**config.mk**
```make
export PLATFORM = sky130hd
export DESIGN_NAME = sbo_edge
export DESIGN_NICKNAME = d
export VERILOG_FILES = /design/src/sbo_pkg.sv /design/src/sbo_edge.sv
export SDC_FILE = /design/constraint.sdc
export NUM_CORES = 1
export LEC_CHECK = 0
export BUFFER_PORTS_ARGS = -buffer_cell sky130_fd_sc_hd__buf_2
export CORE_UTILIZATION = 40
export CTS_BUF_LIST = sky130_fd_sc_hd__clkbuf_4
export DETAILED_ROUTE_END_ITERATION = 8
export REMOVE_ABC_BUFFERS = 1
export SLEW_MARGIN = 20
export SYNTH_ARGS = -nofsm -noshare
export SYNTH_HDL_FRONTEND = slang
export SYNTH_SLANG_ARGS = --single-unit
export TNS_END_PERCENT = 1
```
**constraint.sdc**
```tcl
create_clock -name clock -period 11.8 [get_ports clock]
set_input_delay 2.95 -clock clock [delete_from_list [all_inputs] [get_ports clock]]
set_output_delay 2.95 -clock clock [all_outputs]
set_load 0.02 [all_outputs]
```
**src/sbo_pkg.sv**
```systemverilog
package sbo_pkg;

   localparam int COORD_BITS     = 24;
   localparam int HALF_BITS      = COORD_BITS - 1;
   localparam int DIFF_BITS      = COORD_BITS + 1;
   localparam int OFS_BITS       = COORD_BITS + 2;
   localparam int MAG_BITS       = COORD_BITS;
   localparam int PROD_BITS      = DIFF_BITS + OFS_BITS;
   localparam int BPROD_BITS     = 2 * COORD_BITS;
   localparam int AXES           = 3;
   localparam int CSR_INDEX_BITS = 3;

   typedef enum logic [CSR_INDEX_BITS-1:0] {
      CSR_CENTER_X,
      CSR_CENTER_Y,
      CSR_CENTER_Z,
      CSR_HALF_X,
      CSR_HALF_Y,
      CSR_HALF_Z
   } csr_index_type;

   typedef struct packed {
      logic [AXES-1:0][COORD_BITS-1:0] center;
      logic [AXES-1:0][HALF_BITS-1:0]  half;
   } box_type;

   typedef struct packed {
      logic [AXES-1:0][COORD_BITS-1:0] start;
      logic [AXES-1:0][COORD_BITS-1:0] stop;
   } seg_type;

   typedef struct packed {
      logic [AXES-1:0][DIFF_BITS-1:0] w;
      logic [AXES-1:0][OFS_BITS-1:0]  d;
   } diff_type;

   typedef struct packed {
      logic [AXES-1:0][DIFF_BITS-1:0] w;
      logic [AXES-1:0][OFS_BITS-1:0]  d;
      logic [AXES-1:0][MAG_BITS-1:0]  aw;
      logic                           sep;
   } face_type;

   typedef struct packed {
      logic [AXES-1:0][PROD_BITS-1:0]  pa;
      logic [AXES-1:0][PROD_BITS-1:0]  pb;
      logic [AXES-1:0][BPROD_BITS-1:0] ba;
      logic [AXES-1:0][BPROD_BITS-1:0] bb;
      logic                            sep;
   } prod_type;

endpackage

```
**src/sbo_edge.sv**
```systemverilog
module sbo_edge (
   input  logic              clock,
   input  logic              reset,
   input  logic              in_valid,
   output logic              in_ready,
   input  sbo_pkg::prod_type in_prod,
   output logic              out_valid,
   input  logic              out_ready,
   output logic              out_overlaps
);

   localparam int V_BITS = sbo_pkg::PROD_BITS + 1;
   localparam int B_BITS = sbo_pkg::BPROD_BITS + 1;
   localparam int C_BITS = V_BITS + 1;

   typedef struct packed {
      logic [sbo_pkg::AXES-1:0][V_BITS-1:0] v;
      logic [sbo_pkg::AXES-1:0][B_BITS-1:0] bnd;
      logic                                 sep;
   } sum_type;

   logic    sum_valid_ff;
   logic    sum_valid_in;
   logic    sum_ready;
   sum_type sum_ff;
   sum_type sum_in;
   logic    valid_ff;
   logic    valid_in;
   logic    overlaps_ff;
   logic    overlaps_in;

   assign sum_ready    = !valid_ff || out_ready;
   assign in_ready     = !sum_valid_ff || sum_ready;
   assign out_valid    = valid_ff;
   assign out_overlaps = overlaps_ff;

   always_comb begin
      sum_valid_in = sum_valid_ff;
      if (in_ready) begin
         sum_valid_in = in_valid;
      end
      valid_in = valid_ff;
      if (sum_ready) begin
         valid_in = sum_valid_ff;
      end
   end

   always_comb begin
      sum_in.sep = in_prod.sep;
      for (int k = 0; k < sbo_pkg::AXES; k++) begin
         sum_in.v[k] = {in_prod.pa[k][sbo_pkg::PROD_BITS-1], in_prod.pa[k]} -
                       {in_prod.pb[k][sbo_pkg::PROD_BITS-1], in_prod.pb[k]};
         sum_in.bnd[k] = B_BITS'(in_prod.ba[k]) + B_BITS'(in_prod.bb[k]);
      end
   end

   always_comb begin
      logic signed [C_BITS-1:0] v_x;
      logic signed [C_BITS-1:0] b_x;
      logic signed [C_BITS-1:0] hi;
      logic signed [C_BITS-1:0] lo;
      logic                     sep;
      sep = sum_ff.sep;
      for (int k = 0; k < sbo_pkg::AXES; k++) begin
         v_x = {sum_ff.v[k][V_BITS-1], sum_ff.v[k]};
         b_x = C_BITS'(sum_ff.bnd[k]);
         hi  = v_x - b_x;
         lo  = v_x + b_x;
         if ((!hi[C_BITS-1] && (hi != '0)) || lo[C_BITS-1]) begin
            sep = 1'b1;
         end
      end
      overlaps_in = !sep;
   end

   always_ff @(posedge clock) begin
      if (reset) begin
         sum_valid_ff <= 1'b0;
         valid_ff     <= 1'b0;
      end else begin
         sum_valid_ff <= sum_valid_in;
         valid_ff     <= valid_in;
      end
   end

   always_ff @(posedge clock) begin
      if (in_ready && in_valid) begin
         sum_ff <= sum_in;
      end
      if (sum_ready && sum_valid_ff) begin
         overlaps_ff <= overlaps_in;
      end
   end

endmodule

```
==> flow_metrics.env <==
export IMPL_maxCapViolations=0
export IMPL_cts_root_buf="clkbuf_4"
export IMPL_startpoint_type="input pin"
export IMPL_most_common_layout_cells="buf_2, ha_1, inv_1"
export IMPL_hold_path_class="reg2reg"
export IMPL_power_switching_w=0.00240
export IMPL_drc=0
export IMPL_grt_usage=0.238
export IMPL_vdd_ir_drop_max_mv=0.0558
export IMPL_grt_max_degree=75
export IMPL_drive_gt1_frac=0.152
export IMPL_synth_area_leaders="edfxtp_1, ha_1, a21oi_1"
export IMPL_path_cells="buf_2, ha_1, inv_1, fa_1, nor2b_1, o21a_1, o21ai_0, a211oi_1, a211o_1, nand3_1, a211oi_1, a41oi_1, a21o_1, o21ai_0, a21oi_1, o2111ai_1, xor2_1"
export IMPL_num_vias=35929
export IMPL_p_leak_nw=20.6
export IMPL_globalRouteOverflowTotal=0
export IMPL_relSlewSlack=0.276
export IMPL_grt_pass1_vias=33808
export IMPL_worst_slack_ns=5.11
export IMPL_synth_cell_types=92
export IMPL_dp_final_hpwl_mm=99.0
export IMPL_synth_edf_count=305
export IMPL_sequentialPowerShare=0.280
export IMPL_highest_layer="met5"
export IMPL_layout_commonest_cell="buf_2"
export IMPL_synthArstFlopShare=0
export IMPL_power_internal_w=0.00307
export IMPL_pwr_share_clk=0.190
export IMPL_met1_length_mm=54.8
export IMPL_cts_path_max_buffers=3
export IMPL_report_final_slew_viol_count=0
export IMPL_clk_pin_slew_ns=0.07
export IMPL_ant_nets=0
export IMPL_setup_viol=0
export IMPL_numCtsBuffers=90
export IMPL_cts_resized=0
export IMPL_cts_hold_buffers=0
export IMPL_synth_area_leader_cell="edfxtp_1"
export IMPL_initial_core_util=0.406
export IMPL_drt_iter0_markers=2340
export IMPL_tightest_slew_ns=1.07
export IMPL_worstPathRequired_ns=12.42
export IMPL_ys_ff_latch=307
export IMPL_critPathMaxStageDelay_ns=0.60
export IMPL_insertion_delay_ns=0.91
export IMPL_fin_crit_ns=6.69
export IMPL_syn_avg_cell_area_um2=8.27
export IMPL_die_height_um=310
export IMPL_timing_fmax_ghz=0.149
export IMPL_end_kind="flop"
export IMPL_hold_viol=0
export IMPL_io_pins=602
export IMPL_grt_pass1_wl_mm=182
export IMPL_crit_arrival_ns=7.31
export IMPL_combinationalPowerShare=0.530
export IMPL_synthFlopType="edfxtp_1"
export IMPL_antenna_found_initial=8
export IMPL_area_growth_pct=13.8
export IMPL_power_density_mw_per_mm2=126
export IMPL_final_nets=6371
export IMPL_syn_inst=4603
export IMPL_place_congestion=0.947
export IMPL_synth_top_area_share=0.241
export IMPL_met2_length_mm=55.1
export IMPL_rows=112
export IMPL_core_area_mm2=0.0937
export IMPL_syn_area_mm2=0.0381
export IMPL_portBuffers=601
export IMPL_postCtsSetupRepairBufs=0
export IMPL_fin_worst_skew_ns=0.0447
export IMPL_dieArea_mm2=0.0964
export IMPL_h_tree_depth=3
export IMPL_setup_tns_ns=0
export IMPL_vias_per_cell=5.53
export IMPL_ys_seq_area_frac=0.242
export IMPL_wl_met3_mm=6.04
export IMPL_switching_share=0.439
export IMPL_wl_mm=119
export IMPL_yosysWarnings=0
export IMPL_post_route_period_util=0.567
export IMPL_cts_tree="built"
export IMPL_cts_sinks=307
export IMPL_die_w_um=310
export IMPL_crit_type="in2reg"
export IMPL_crit_slowest_cell="a211oi_1"
export IMPL_pre_cts_ws_ns=4.16
export IMPL_rsz0062_at_grt="false"
export IMPL_outcome="complete, no violations"
export IMPL_drt_pass1_iterations=5
export IMPL_wl_per_cell_um=18.3
export IMPL_cp_max_fo=5
==> flip-flops by register name, indices dropped and copies added (netlist names) <==
| register | cells |
|---|---|
| sum_ff | 304 |
| sum_valid_ff | 1 |
| out_overlaps | 1 |
| out_valid | 1 |
==> synthesized netlist by cell type (all sizes together), types with 28 or more instances <==
| cell | instances |
|---|---|
| ha | 591 |
| inv | 504 |
| a21oi | 502 |
| nor2 | 359 |
| edfxtp | 305 |
| nand2 | 239 |
| o21ai | 239 |
| xnor2 | 223 |
| a21o | 221 |
| clkbuf | 110 |
| xor2 | 102 |
| nand3 | 97 |
| o21bai | 95 |
| nand4 | 79 |
| o21a | 79 |
| nor3 | 71 |
| nand2b | 70 |
| nor4 | 52 |
| nor2b | 48 |
| a211oi | 44 |
| and3 | 43 |
| a31oi | 41 |
| and2 | 28 |
| or3 | 28 |
==> layer usage <==
metal | track usage | vias to the layer above
li1 | - | 17990
met1 | 0.321 | 16714
met2 | 0.393 | 1026
met3 | 0.0313 | 193
met4 | 0.0694 | 6
met5 | 0 | -
==> path summary, 6_finish.rpt <==
kind | from | to | slack (ns) | depth (start not counted)
worst min-delay path | sum_valid_ff | out_valid | 0.52 | 2
worst min register to register | sum_valid_ff | out_valid | 0.52 | 2
worst max-delay path | in_prod[1] | sum_ff[47] | 5.11 | 17
worst max register to register | sum_ff[148] | out_overlaps | 5.83 | 15
==> critical path, delay by kind of cell <==
kind	cells	cell delay, ns
and+or+nand+nor	2	0.32
adders and majority gates	2	0.54
buffers and inverters	2	0.14
xor gates and xnor gates	1	0.09
AOI/OAI and AO/OA	10	3.26
==> through the flow <==
| step | std cells | area [µm²] | util | power, W | hold slack [ns] |
|---|---|---|---|---|---|
| 3_5_place_dp | 6334 | 42100 | 0.450 | 0.00441 | 0.513 |
| 2_1_floorplan | 4468 | 37500 | - | 0.00359 | 0.478 |
| 3_3_place_gp | 6334 | 42100 | 0.450 | 0.00440 | 0.496 |
| 6_report | 6500 | 43300 | 0.462 | 0.00547 | 0.520 |
| 4_1_cts | 6492 | 43300 | 0.461 | 0.00549 | 0.523 |
| 5_1_grt | 6497 | 43300 | 0.462 | 0.00588 | 0.544 |
==> area by class of cell <==
type,instances,area (µm²)
repair buffers,612,3090
multi-input cells,3657,26400
fillers,9400,50500
flip-flops and latches,307,9200
clock buffers,117,878
well taps,1254,1570
inverters,504,1890
diodes,8,20.0
clock inverters,41,239
==> power groups by stage <==
| stage | Clock, W | Sequential, W | Combinational (W) |
|---|---|---|---|
| final | 0.00104 | 0.00153 | 0.00290 |
| after CTS | 0.00108 | 0.00154 | 0.00287 |
| after detailed placement | 0 | 0.00155 | 0.00285 |
| after global routing | 0.00112 | 0.00155 | 0.00320 |
| after global placement | 0 | 0.00155 | 0.00285 |
| after floorplan | 0 | 0.00152 | 0.00207 |
==> cells by family (layout without fill, tap and decap cells) <==
logic type	after synthesis	in the layout	synth area share
buffers and inverters	639	1274	0.0646
adder cells (fa/ha/maj)	600	600	0.199
flip-flops	307	307	0.242
AND/OR/NAND/NOR	1184	1184	0.153
XOR/XNOR	325	325	0.0748
other	0	8	0
AO/OA/AOI/OAI	1526	1526	0.261
multiplexers	22	22	0.00582
No activity file was read; power rests on OpenSTA's default activity.
